## src/design/cvpe_pkg.sv

```systemverilog
// Shared types, constants and helper functions for the constant-velocity
// path extrapolator. No dependencies.
package cvpe_pkg;

  localparam int MAX_STEPS     = 64;
  localparam int HISTORY_FULL  = 50;
  localparam int CNT_W         = 6;
  localparam int CFG_W         = 7;
  localparam int CFG_IDX_W     = 2;
  localparam int POS_W         = 32;
  localparam int DELTA_W       = POS_W + 1;
  localparam int ACC_W         = 40;
  localparam int SPEED_W       = DELTA_W + CFG_W;

  localparam logic [CFG_W-1:0]     FALLBACK_RATE = 7'd10;
  localparam logic [CFG_W-1:0]     RESET_RATE    = 7'd10;
  localparam logic [CFG_W-1:0]     RESET_HORIZON = 7'd3;
  localparam logic [SPEED_W-1:0]   HALF_Q16      = SPEED_W'(32768);
  localparam logic [32:0]          QUARTER_Q32   = 33'd1073741824;

  localparam logic [CFG_IDX_W-1:0] REG_STEPS_PER_SECOND = 2'd0;
  localparam logic [CFG_IDX_W-1:0] REG_HORIZON_SECONDS  = 2'd1;

  typedef enum logic [1:0] {
    F_IDLE,
    F_MUL,
    F_SQR,
    F_PUSH
  } front_state_t;

  typedef enum logic {
    B_IDLE,
    B_RUN
  } back_state_t;

  // One queued prediction run
  typedef struct packed {
    logic signed [POS_W-1:0]   newest_x;
    logic signed [POS_W-1:0]   newest_y;
    logic signed [DELTA_W-1:0] dx;
    logic signed [DELTA_W-1:0] dy;
    logic [CFG_W-1:0]          steps;
    logic [CFG_W-1:0]          conf;
    logic                      has_pts;
  } job_t;

  // count * 100 / HISTORY_FULL, capped at 100; a constant table over every count
  function automatic logic [CFG_W-1:0] conf_of(input logic [CNT_W-1:0] cnt);
    logic [CFG_W-1:0] v;
    v = '0;
    for (int i = 0; i < (1 << CNT_W); i++) begin
      if (cnt == CNT_W'(i)) begin
        v = CFG_W'(((i * 100) / HISTORY_FULL > 100) ? 100 : (i * 100) / HISTORY_FULL);
      end
    end
    return v;
  endfunction

  // Clamp a wide signed value to 32-bit two's complement
  function automatic logic [POS_W-1:0] sat32(input logic signed [ACC_W-1:0] v);
    logic [ACC_W-POS_W:0] top;
    top = v[ACC_W-1:POS_W-1];
    if (top == '0 || top == '1) begin
      return v[POS_W-1:0];
    end else if (v[ACC_W-1]) begin
      return {1'b1, {(POS_W-1){1'b0}}};
    end else begin
      return {1'b0, {(POS_W-1){1'b1}}};
    end
  endfunction

endpackage

```

## src/design/cvpe_front.sv

```systemverilog
// Front end: takes position samples, keeps history, works out velocity,
// speed class, confidence and step count, and queues a job. Uses cvpe_pkg.
module cvpe_front
  import cvpe_pkg::*;
(
  input  logic                  clk,
  input  logic                  rst_n,
  input  logic                  in_valid,
  output logic                  in_ready,
  input  logic signed [POS_W-1:0] in_x,
  input  logic signed [POS_W-1:0] in_y,
  input  logic                  in_restart,
  input  logic [CFG_W-1:0]      rate_cfg,
  input  logic [CFG_W-1:0]      horizon_cfg,
  output logic                  push_valid,
  input  logic                  push_ready,
  output job_t                  push_job
);

  front_state_t state_r, state_nxt;

  logic signed [POS_W-1:0]   newest_x_r, newest_y_r;
  logic [CNT_W-1:0]          count_r, count_nxt, count_base;
  logic signed [DELTA_W-1:0] dx_r, dy_r;
  logic [CFG_W-1:0]          rate_r, steps_r, conf_r;
  logic                      short_r;
  logic [SPEED_W-1:0]        dxa_r, dya_r;
  logic [31:0]               sqx_r, sqy_r;
  logic                      big_r;

  logic [CFG_W-1:0]      rate_eff;
  logic [2*CFG_W-1:0]    steps_wide;
  logic [CFG_W-1:0]      steps_cap;
  logic [DELTA_W-1:0]    dx_abs, dy_abs;
  logic [32:0]           sq_sum;
  logic                  fast;
  logic [CFG_W-1:0]      conf_out;

  assign count_base = in_restart ? '0 : count_r;
  assign count_nxt  = (count_base < CNT_W'(HISTORY_FULL)) ? count_base + 1'b1 : count_base;
  assign rate_eff   = (rate_cfg == '0) ? FALLBACK_RATE : rate_cfg;
  assign steps_wide = (2*CFG_W)'(horizon_cfg) * (2*CFG_W)'(rate_eff);
  assign steps_cap  = (steps_wide > (2*CFG_W)'(MAX_STEPS)) ? CFG_W'(MAX_STEPS)
                                                           : steps_wide[CFG_W-1:0];

  assign dx_abs = dx_r[DELTA_W-1] ? DELTA_W'(-dx_r) : DELTA_W'(dx_r);
  assign dy_abs = dy_r[DELTA_W-1] ? DELTA_W'(-dy_r) : DELTA_W'(dy_r);

  assign sq_sum   = 33'(sqx_r) + 33'(sqy_r);
  assign fast     = big_r || (sq_sum > QUARTER_Q32);
  assign conf_out = short_r ? '0 : (fast ? conf_r : (conf_r >> 1));

  always_comb begin
    state_nxt  = state_r;
    in_ready   = 1'b0;
    push_valid = 1'b0;
    unique case (state_r)
      F_IDLE: begin
        in_ready = 1'b1;
        if (in_valid) begin
          state_nxt = F_MUL;
        end
      end
      F_MUL:  state_nxt = F_SQR;
      F_SQR:  state_nxt = F_PUSH;
      F_PUSH: begin
        push_valid = 1'b1;
        if (push_ready) begin
          state_nxt = F_IDLE;
        end
      end
      default: state_nxt = F_IDLE;
    endcase
  end

  always_ff @(posedge clk) begin
    if (!rst_n) begin
      state_r <= F_IDLE;
    end else begin
      state_r <= state_nxt;
    end
  end

  // History lives here; it updates as each word is taken
  always_ff @(posedge clk) begin
    if (!rst_n) begin
      newest_x_r <= '0;
      newest_y_r <= '0;
      count_r    <= '0;
    end else if (state_r == F_IDLE && in_valid) begin
      newest_x_r <= in_x;
      newest_y_r <= in_y;
      count_r    <= count_nxt;
    end
  end

  always_ff @(posedge clk) begin
    if (state_r == F_IDLE && in_valid) begin
      dx_r    <= DELTA_W'(in_x) - DELTA_W'(newest_x_r);
      dy_r    <= DELTA_W'(in_y) - DELTA_W'(newest_y_r);
      rate_r  <= rate_eff;
      steps_r <= steps_cap;
      conf_r  <= conf_of(count_nxt);
      short_r <= (count_nxt < CNT_W'(2));
    end
    if (state_r == F_MUL) begin
      dxa_r <= SPEED_W'(dx_abs) * SPEED_W'(rate_r);
      dya_r <= SPEED_W'(dy_abs) * SPEED_W'(rate_r);
    end
    if (state_r == F_SQR) begin
      big_r <= (dxa_r > HALF_Q16) || (dya_r > HALF_Q16);
      sqx_r <= dxa_r[15:0] * dxa_r[15:0];
      sqy_r <= dya_r[15:0] * dya_r[15:0];
    end
  end

  always_comb begin
    push_job.newest_x = newest_x_r;
    push_job.newest_y = newest_y_r;
    push_job.dx       = dx_r;
    push_job.dy       = dy_r;
    push_job.steps    = steps_r;
    push_job.conf     = conf_out;
    push_job.has_pts  = !short_r && (steps_r != '0);
  end

endmodule

```

## src/design/cvpe_queue.sv

```systemverilog
// Two-entry job queue between front and back end. Uses cvpe_pkg.
module cvpe_queue
  import cvpe_pkg::*;
(
  input  logic clk,
  input  logic rst_n,
  input  logic push_valid,
  output logic push_ready,
  input  job_t push_job,
  output logic pop_valid,
  input  logic pop_ready,
  output job_t pop_job
);

  job_t       slot_r [2];
  logic       wr_ptr_r, rd_ptr_r;
  logic [1:0] fill_r;
  logic       do_push, do_pop;

  assign push_ready = (fill_r != 2'd2);
  assign pop_valid  = (fill_r != 2'd0);
  assign pop_job    = slot_r[rd_ptr_r];
  assign do_push    = push_valid && push_ready;
  assign do_pop     = pop_valid && pop_ready;

  always_ff @(posedge clk) begin
    if (!rst_n) begin
      wr_ptr_r <= 1'b0;
      rd_ptr_r <= 1'b0;
      fill_r   <= 2'd0;
    end else begin
      if (do_push) begin
        wr_ptr_r <= ~wr_ptr_r;
      end
      if (do_pop) begin
        rd_ptr_r <= ~rd_ptr_r;
      end
      if (do_push && !do_pop) begin
        fill_r <= fill_r + 2'd1;
      end else if (do_pop && !do_push) begin
        fill_r <= fill_r - 2'd1;
      end
    end
  end

  always_ff @(posedge clk) begin
    if (do_push) begin
      slot_r[wr_ptr_r] <= push_job;
    end
  end

endmodule

```

## src/design/cvpe_back.sv

```systemverilog
// Back end: walks one queued job, one predicted point per cycle while the
// output is not stalled, into an output register. Uses cvpe_pkg.
module cvpe_back
  import cvpe_pkg::*;
(
  input  logic               clk,
  input  logic               rst_n,
  input  logic               pop_valid,
  output logic               pop_ready,
  input  job_t               pop_job,
  output logic               out_valid,
  input  logic               out_ready,
  output logic [POS_W-1:0]   out_x,
  output logic [POS_W-1:0]   out_y,
  output logic [CFG_W-1:0]   out_k,
  output logic               out_has,
  output logic [CFG_W-1:0]   out_conf,
  output logic               out_last
);

  back_state_t state_r, state_nxt;

  job_t                    job_r;
  logic signed [ACC_W-1:0] acc_x_r, acc_y_r;
  logic [CFG_W-1:0]        k_r;
  logic                    valid_r;
  logic [POS_W-1:0]        x_r, y_r;
  logic [CFG_W-1:0]        ko_r, conf_r;
  logic                    has_r, last_r;

  logic advance, is_last;

  assign advance  = (state_r == B_RUN) && (!valid_r || out_ready);
  assign is_last  = !job_r.has_pts || (k_r == job_r.steps);
  assign pop_ready = (state_r == B_IDLE);

  always_comb begin
    state_nxt = state_r;
    unique case (state_r)
      B_IDLE: if (pop_valid) begin
        state_nxt = B_RUN;
      end
      B_RUN: if (advance && is_last) begin
        state_nxt = B_IDLE;
      end
      default: state_nxt = B_IDLE;
    endcase
  end

  always_ff @(posedge clk) begin
    if (!rst_n) begin
      state_r <= B_IDLE;
      valid_r <= 1'b0;
    end else begin
      state_r <= state_nxt;
      if (advance) begin
        valid_r <= 1'b1;
      end else if (out_ready) begin
        valid_r <= 1'b0;
      end
    end
  end

  always_ff @(posedge clk) begin
    if (state_r == B_IDLE && pop_valid) begin
      job_r   <= pop_job;
      acc_x_r <= ACC_W'(pop_job.newest_x) + ACC_W'(pop_job.dx);
      acc_y_r <= ACC_W'(pop_job.newest_y) + ACC_W'(pop_job.dy);
      k_r     <= CFG_W'(1);
    end else if (advance) begin
      acc_x_r <= acc_x_r + ACC_W'(job_r.dx);
      acc_y_r <= acc_y_r + ACC_W'(job_r.dy);
      k_r     <= k_r + 1'b1;
    end
    if (advance) begin
      x_r    <= job_r.has_pts ? sat32(acc_x_r) : '0;
      y_r    <= job_r.has_pts ? sat32(acc_y_r) : '0;
      ko_r   <= job_r.has_pts ? k_r : '0;
      has_r  <= job_r.has_pts;
      conf_r <= job_r.conf;
      last_r <= is_last;
    end
  end

  assign out_valid = valid_r;
  assign out_x     = x_r;
  assign out_y     = y_r;
  assign out_k     = ko_r;
  assign out_has   = has_r;
  assign out_conf  = conf_r;
  assign out_last  = last_r;

endmodule

```

## src/design/constant_velocity_path_extrapolator.sv

```systemverilog
// Top level of the constant-velocity path extrapolator: configuration
// registers, front end, job queue and back end. Uses cvpe_pkg.
//
// Each input word is one 2-D sample in Q16.16. The block keeps the two newest
// samples and a history count (saturating at 50; restart in tuser clears it
// first). With fewer than two samples held it returns one empty word with
// confidence 0. Otherwise it returns min(64, horizon_seconds * rate) points
// newest + k*(newest - previous), k = 1.., each saturated to 32 bits, or one
// empty word when that count is zero. Confidence is 2*count hundredths, halved
// when the squared speed does not exceed 0.25. A steps_per_second of 0 acts
// as 10. The front end takes a sample and works out its velocity, then does
// the rate multiply, the squares and the queue push before it takes another
// sample; the back end loads each job, then emits one result per cycle
// while the output is not stalled. A two-entry job queue lets the front end
// run ahead while the output is stalled. Configuration writes are always
// accepted and must only be made while the block is idle.
module constant_velocity_path_extrapolator
  import cvpe_pkg::*;
(
  input  logic                 clk,
  input  logic                 rst_n,
  // input samples
  input  logic                 in_tvalid,
  output logic                 in_tready,
  input  logic [63:0]          in_tdata,   // [31:0] pos_x, [63:32] pos_y
  input  logic                 in_tuser,   // [0] restart
  // results
  output logic                 out_tvalid,
  input  logic                 out_tready,
  output logic [79:0]          out_tdata,  // [31:0] pred_x, [63:32] pred_y,
                                           // [70:64] step_index,
                                           // [77:71] confidence, [79:78] zero
  output logic                 out_tuser,  // [0] has_point
  output logic                 out_tlast,  // last_of_run
  // configuration writes
  input  logic                 cfg_valid,
  output logic                 cfg_ready,
  input  logic [CFG_IDX_W-1:0] cfg_index,  // 0 steps_per_second, 1 horizon_seconds
  input  logic [CFG_W-1:0]     cfg_data
);

  logic [CFG_W-1:0] rate_r, horizon_r;

  logic push_valid, push_ready, pop_valid, pop_ready;
  job_t push_job, pop_job;

  logic [POS_W-1:0] res_x, res_y;
  logic [CFG_W-1:0] res_k, res_conf;

  // Register file; unknown indexes are dropped
  assign cfg_ready = 1'b1;

  always_ff @(posedge clk) begin
    if (!rst_n) begin
      rate_r    <= RESET_RATE;
      horizon_r <= RESET_HORIZON;
    end else if (cfg_valid) begin
      unique case (cfg_index)
        REG_STEPS_PER_SECOND: rate_r    <= cfg_data;
        REG_HORIZON_SECONDS:  horizon_r <= cfg_data;
        default: ;
      endcase
    end
  end

  cvpe_front u_front (
    .clk         (clk),
    .rst_n       (rst_n),
    .in_valid    (in_tvalid),
    .in_ready    (in_tready),
    .in_x        (in_tdata[31:0]),
    .in_y        (in_tdata[63:32]),
    .in_restart  (in_tuser),
    .rate_cfg    (rate_r),
    .horizon_cfg (horizon_r),
    .push_valid  (push_valid),
    .push_ready  (push_ready),
    .push_job    (push_job)
  );

  cvpe_queue u_queue (
    .clk        (clk),
    .rst_n      (rst_n),
    .push_valid (push_valid),
    .push_ready (push_ready),
    .push_job   (push_job),
    .pop_valid  (pop_valid),
    .pop_ready  (pop_ready),
    .pop_job    (pop_job)
  );

  cvpe_back u_back (
    .clk       (clk),
    .rst_n     (rst_n),
    .pop_valid (pop_valid),
    .pop_ready (pop_ready),
    .pop_job   (pop_job),
    .out_valid (out_tvalid),
    .out_ready (out_tready),
    .out_x     (res_x),
    .out_y     (res_y),
    .out_k     (res_k),
    .out_has   (out_tuser),
    .out_conf  (res_conf),
    .out_last  (out_tlast)
  );

  assign out_tdata = {2'b00, res_conf, res_k, res_y, res_x};

endmodule

```

## config.mk

```make
export PLATFORM = sky130hd
export DESIGN_NAME = constant_velocity_path_extrapolator
export DESIGN_NICKNAME = d
export VERILOG_FILES = /design/src/design/cvpe_pkg.sv /design/src/design/cvpe_front.sv /design/src/design/cvpe_queue.sv /design/src/design/cvpe_back.sv /design/src/design/constant_velocity_path_extrapolator.sv
export SDC_FILE = /design/constraint.sdc
export NUM_CORES = 2
export LEC_CHECK = 0
export BUFFER_PORTS_ARGS = -buffer_cell sky130_fd_sc_hd__buf_2
export CORE_MARGIN = 2
export CORE_UTILIZATION = 50
export CTS_CLUSTER_SIZE = 25
export DETAILED_ROUTE_END_ITERATION = 12
export GPL_TIMING_DRIVEN = 0
export PLACE_DENSITY = 0.76
export SYNTH_ARGS = -nofsm -noshare
export SYNTH_HDL_FRONTEND = slang
export SYNTH_SLANG_ARGS = --single-unit
```

## constraint.sdc

```tcl
create_clock -name clk -period 16.9 [get_ports clk]
set_input_delay 4.225 -clock clk [delete_from_list [all_inputs] [get_ports clk]]
set_output_delay 4.225 -clock clk [all_outputs]
set_load 0.02 [all_outputs]
```

# [Word-level counts from Yosys, hierarchy flattened]
# Memories as Yosys holds them, arrays and structs flattened. A register that Yosys moved wholly into a read port is not among the register bits.
# Index checks and enable logic that the tools add are counted.
[totals] ff_bits=573 ram_bits=290 inputBits=79 output_inout_bits=85 elab_cells=256 memories=1
[mem_list] name="u_queue.slot_r" depth=2 word_bits=145 rd=1 rd_clocked_by_memory_dff=1 wr=1 line="cvpe_queue.sv:15" source="job_t slot_r [2];"
[op_classes] addsub=13 multipliers=5 magnitude_cmp=6 n_eq_ne=73 muxes=80 n_bitwise=3 reduce_logical=36
[op_table] operator="$mux W6" count=34
[op_table] operator="$eq A6 B6 Y1 const B" count=32
[op_table] operator="$mux W40" count=4
[op_table] operator="$mux W32" count=4
[op_table] operator="$eq A6 B5 Y1 const B" count=16
[op_table] operator="$add A40 B33 Y40" count=2
[op_table] operator="$gt A40 B16 Y1 const B" count=2
[op_table] operator="$mul A33 B7 Y40" count=2
[op_table] operator="$add A32 B33 Y34" count=2
[op_table] operator="$mux W33" count=2
[op_table] operator="$neg A33 Y33" count=2
[op_table] operator="$sub A32 B32 Y33" count=2
[op_table] operator="$mul A16 B16 Y32" count=2
[op_table] operator="$reduce_or A62 Y1" count=1
[op_table] operator="$eq A6 B4 Y1 const B" count=8
[op_table] operator="$mux W5" count=8
[op_table] operator="$add A32 B32 Y33" count=1
[op_table] operator="$gt A33 B31 Y1 const B" count=1
[op_table] operator="$reduce_or A32 Y1" count=1
[op_table] operator="$eq A6 B3 Y1 const B" count=4
[op_table] operator="$mux W7" count=3
[op_table] operator="$eq A9 B9 Y1 const B" count=2
[op_table] operator="$logic_not A9 Y1" count=2
[op_table] operator="$mux W4" count=4
[op_table] operator="other kinds (31)" count=75

# [Longest topological paths before layout]
[logic_depth] ltp_word=53 depth_mapped=28 depth_no_buf=27

# [Hierarchy]
# From an unflattened synthesis, not the netlist that was laid out.
[hier_totals] cells_unflattened=6990 area_unflattened_um2=72872.4
[modules_own_cells] module="cvpe_front" n_inst=1 cells_per_inst=4810 area_each_um2=44697.9
[modules_own_cells] module="cvpe_back" n_inst=1 cells_per_inst=1642 area_each_um2=16671.0
[modules_own_cells] module="cvpe_queue" n_inst=1 cells_per_inst=475 area_each_um2=10895.4
[modules_own_cells] module="constant_velocity_path_extrapolator" n_inst=1 cells_per_inst=63 area_each_um2=608.1

# [Worst setup path before layout]
# OpenSTA, ideal clock, no wires.
[synth_timing] kind="input to register" start="input out_tready" end="register u_back.acc_x_r[0], enable pin" setup_time_ns=0.451 arrival_time_ns=8.926 t_required_ns=16.449 setup_slack_ns=7.523 stages=4 path_buffers=1 path_cell_list="nand2b_1 and2_1 clkbuf_1 nand2b_1"
[synth_between] elab_chain_cells=3
[synth_lines] item="start: declaration" line="constant_velocity_path_extrapolator.sv:29" source="input logic out_tready,"
[synth_lines] item="$logic_or A1 B1 Y1" line="cvpe_back.sv:33" source="assign advance = (state_r == B_RUN) && (!valid_r || out_ready);"
[synth_lines] item="$logic_and A1 B1 Y1" line="cvpe_back.sv:33"
[synth_lines] item="named net u_back.advance" line="cvpe_back.sv:31" source="logic advance, is_last;"
[synth_lines] item="$reduce_bool A2 Y1 (no line)"
[synth_lines] item="end signal: assignment" line="cvpe_back.sv:67" source="acc_x_r <= ACC_W'(pop_job.newest_x) + ACC_W'(pop_job.dx);"
[synth_lines] item="end signal: assignment" line="cvpe_back.sv:71" source="acc_x_r <= acc_x_r + ACC_W'(job_r.dx);"
[synth_lines] item="end: declaration" line="cvpe_back.sv:24" source="logic signed [ACC_W-1:0] acc_x_r, acc_y_r;"
# The timed path passes the listed nets, and every way through them passes these cells.
# A chain may end at the register's enable or synchronous reset.

# [Worst setup path in the final report]
[layout_timing] start="register u_front.dx_r[9]" end="register u_front.dxa_r[39], data pin"
[layout_between] elab_chain_cells=3
[layout_lines] item="start: declaration" line="cvpe_front.sv:24" source="logic signed [DELTA_W-1:0] dx_r, dy_r;"
[layout_lines] item="start signal: assignment" line="cvpe_front.sv:99" source="dx_r <= DELTA_W'(in_x) - DELTA_W'(newest_x_r);"
[layout_lines] item="$neg A33 Y33" line="cvpe_front.sv:46" source="assign dx_abs = dx_r[DELTA_W-1] ? DELTA_W'(-dx_r) : DELTA_W'(dx_r);"
[layout_lines] item="$mux W33 (*)" line="cvpe_front.sv:46"
[layout_lines] item="$mul A33 B7 Y40 (*)" line="cvpe_front.sv:107" source="dxa_r <= SPEED_W'(dx_abs) * SPEED_W'(rate_r);"
[layout_lines] item="end signal: assignment" line="cvpe_front.sv:107"
[layout_lines] item="end: declaration" line="cvpe_front.sv:27" source="logic [SPEED_W-1:0] dxa_r, dya_r;"
# Every way passes the cells marked *; elsewhere a longest branch is shown, timed or not.

==> impl_metrics.yaml <==
detailed_routing:
  wirelength_mm: 188
  met3_length_mm: 17.5
  routed-wl-met2_mm: 85.0
  wl_per_cell_um: 20.6
  vias_per_cell: 5.74
  met1_length_mm: 78.4
  route.top_layer_used: "met5"
  num_vias: 52415
  drtAntennaViolNets: 0
  firstDrtPassIters: 6
  drc: 0
  drt_iter0_drc: 5573
setup_path:
  rr_endpoint: "u_front.dxa_r[39]"
  startpoint_type: "flop"
  required_ns: 17.31
  reg2reg_from: "u_front.dx_r[9]"
  arrival_ns: 9.36
  cp-end-kind: "flop"
  r2r_cells: 25
  criticalPathCategory: "reg2reg"
  cpMaxStageDelayCell: "or4_4"
  reg2reg_setup_slack_ns: 7.95
  critPathMaxFanout: 7
  max_stage_delay_ns: 0.58
sta:
  fin_worst_skew_ns: 0.0507
  worstMarginPinSlew_ns: 1.42
  rsz0062_at_grt: "no"
  max_freq_mhz: 112
  hold_viol: 0
  setup_violations: 0
  slew_violations: 0
  slew_headroom: 0.0473
  timing.final.crit_period_ns: 8.95
  fin_crit_sh: 0.530
  fin_tns_setup_ns: 0
synthesis:
  async_flop_share: 0
  yosys-top-cells-area: "edfxtp_1, fa_1, ha_1"
  yosysTopAreaCellShare: 0.318
  yosys.area.top_type: "edfxtp_1"
  synth_ff_type: "edfxtp_1"
  synth_warnings: 0
  synth_cell_types: 88
  synth_edf_count: 761
  ys_ff_latch: 861
  synth_commonest_cells: "inv_1, nand2_1, edfxtp_1"
  avgSynthCellArea_um2: 10.5
  syn-instance-count: 6868
  synth_area_mm2: 0.0719
  synth_most_common_cell: "inv_1"
  yosysSeqAreaShare: 0.346
cts:
  cts_buffers: 93
  insertion_delay_ns: 0.69
  cts_hold_buf: 0
  cts_max_level: 3
  cts_max_path_buffers: 3
  clockRootBuffer: "clkbuf_16"
  clk_pin_slew_ns: 0.06
  cts_tree: "done"
  cts_resized: 0
  cts_setup_buffers: 0
  cts_sinks: 861
floorplan:
  rows: 139
  io_pins: 164
  core_mm2: 0.143
  die_y_um: 383
  initial_core_util: 0.502
  dieWidth_um: 383
  fp.dieArea_mm2: 0.147
global_route:
  gr-total-overflow: 0
  grt_pass1_vias: 52642
  grt_max_degree: 65
  antenna_found_initial: 17
  grt_pass1_wl_mm: 292
  grt_use_total: 0.255
worst_hold_path:
  worst_hold_startpoint: "u_back.job_r[4]"
  hold_class: "reg2reg"
  hold_depth: 0
  min_to: "u_back.out_conf[3]"
layout:
  area_growth_pct: 9.63
  fin_nets: 8475
  drive_gt1_frac: 0.0752
place:
  hpwl_mm: 150
  gp_congestion: 0.961
  port-buffer-count: 158
outcome:
  status: "finished clean"
run:
  maxCapViolations: 0
-- cell type report --
| type | count | area (um^2) |
|---|---|---|
| fillers | 12042 | 64300 |
| plain buffers | 204 | 786 |
| multi-input cells | 4902 | 42900 |
| clock inverters | 55 | 729 |
| well taps | 1903 | 2380 |
| repair buffers | 176 | 1190 |
| flip-flops and latches | 861 | 24900 |
| diodes | 5 | 12.5 |
| clock buffers | 120 | 2540 |
| inverters | 902 | 3390 |
-- per-layer routing --
layer,vias up,global-route usage
met3,384,0.0474
met5,-,0
met4,14,0.0868
li1,23900,-
met2,2231,0.402
met1,25886,0.354
-- cell families after synthesis --
family	count (synthesis)	synth area share
AO/OA/AOI/OAI	1236	0.112
XOR/XNOR	387	0.0471
adder cells (fa/ha/maj)	1256	0.288
other	2	0.000104
multiplexers	179	0.0275
buffers and inverters	1106	0.0579
AND/OR/NAND/NOR	1841	0.121
flip-flops	861	0.346
-- per-stage QoR --
step	utilization	instances	setup slack [ns]	area (um^2)	hold slack (ns)
2_1_floorplan	-	6869	7.52	71900	0.400
3_3_place_gp	0.524	8930	4.92	75100	0.407
3_5_place_dp	0.528	8948	8.20	75500	0.405
4_1_cts	0.551	9123	8.16	78800	0.419
5_1_grt	0.551	9126	7.61	78800	0.420
6_report	0.551	9128	7.95	78800	0.418
-- how the worst max path moves through the flow --
stage,from,endpoint,slack [ns]
4_1_cts,u_front.dx_r[9],u_front.dxa_r[39],8.16
5_1_grt,u_front.dx_r[9],u_front.dxa_r[39],7.61
2_1_floorplan,out_tready,u_back.acc_x_r[0],7.52
3_3_place_gp,out_tready,u_back.acc_x_r[3],4.92
3_5_place_dp,u_front.dx_r[9],u_front.dxa_r[39],8.20
6_report,u_front.dx_r[9],u_front.dxa_r[39],7.95
-- sequential cells by signal, indices dropped and copies added, names as in the netlist, 33 cells and up, named ones only --
name,count
u_back.acc_x_r,40
u_queue.slot_r,290
u_back.acc_y_r,40
u_front.dy_r,33
u_front.dxa_r,40
u_front.dx_r,33
u_back.job_r,81
u_front.dya_r,40
-- cells in the final DEF (no fill, tap or decap), types with 39 or more instances in the layout --
| cell | n |
|---|---|
| and2_1 | 254 |
| clkbuf_16 | 96 |
| o21a_1 | 71 |
| a21boi_0 | 146 |
| nor4_1 | 39 |
| nand2_1 | 829 |
| buf_2 | 160 |
| dfxtp_1 | 100 |
| nand3_1 | 56 |
| a31oi_1 | 39 |
| o21ai_0 | 282 |
| mux2_2 | 147 |
| xor2_1 | 108 |
| inv_1 | 901 |
| nor2b_1 | 59 |
| a21o_1 | 119 |
| nor2_1 | 276 |
| ha_1 | 588 |
| nand2b_1 | 65 |
| o31ai_1 | 41 |
| nor3_1 | 72 |
| and3_1 | 44 |
| clkbuf_1 | 208 |
| a21oi_1 | 274 |
| xnor2_1 | 279 |
| edfxtp_1 | 761 |
| fa_1 | 666 |
| o21bai_1 | 49 |
-- critical path: cells and delay by family, from the launching register on --
kind	cells	cell delay, ns
AND/OR/NAND/NOR	9	2.76
adder cells (fa/ha/maj)	5	2.40
AO/OA/AOI/OAI	8	2.05
XOR/XNOR	2	0.90
flip-flops	1	0.51
buffers and inverters	1	0.05
Power is not shown: default switching activity piles up to over one toggle a cycle in this logic, so the estimate is an artifact.
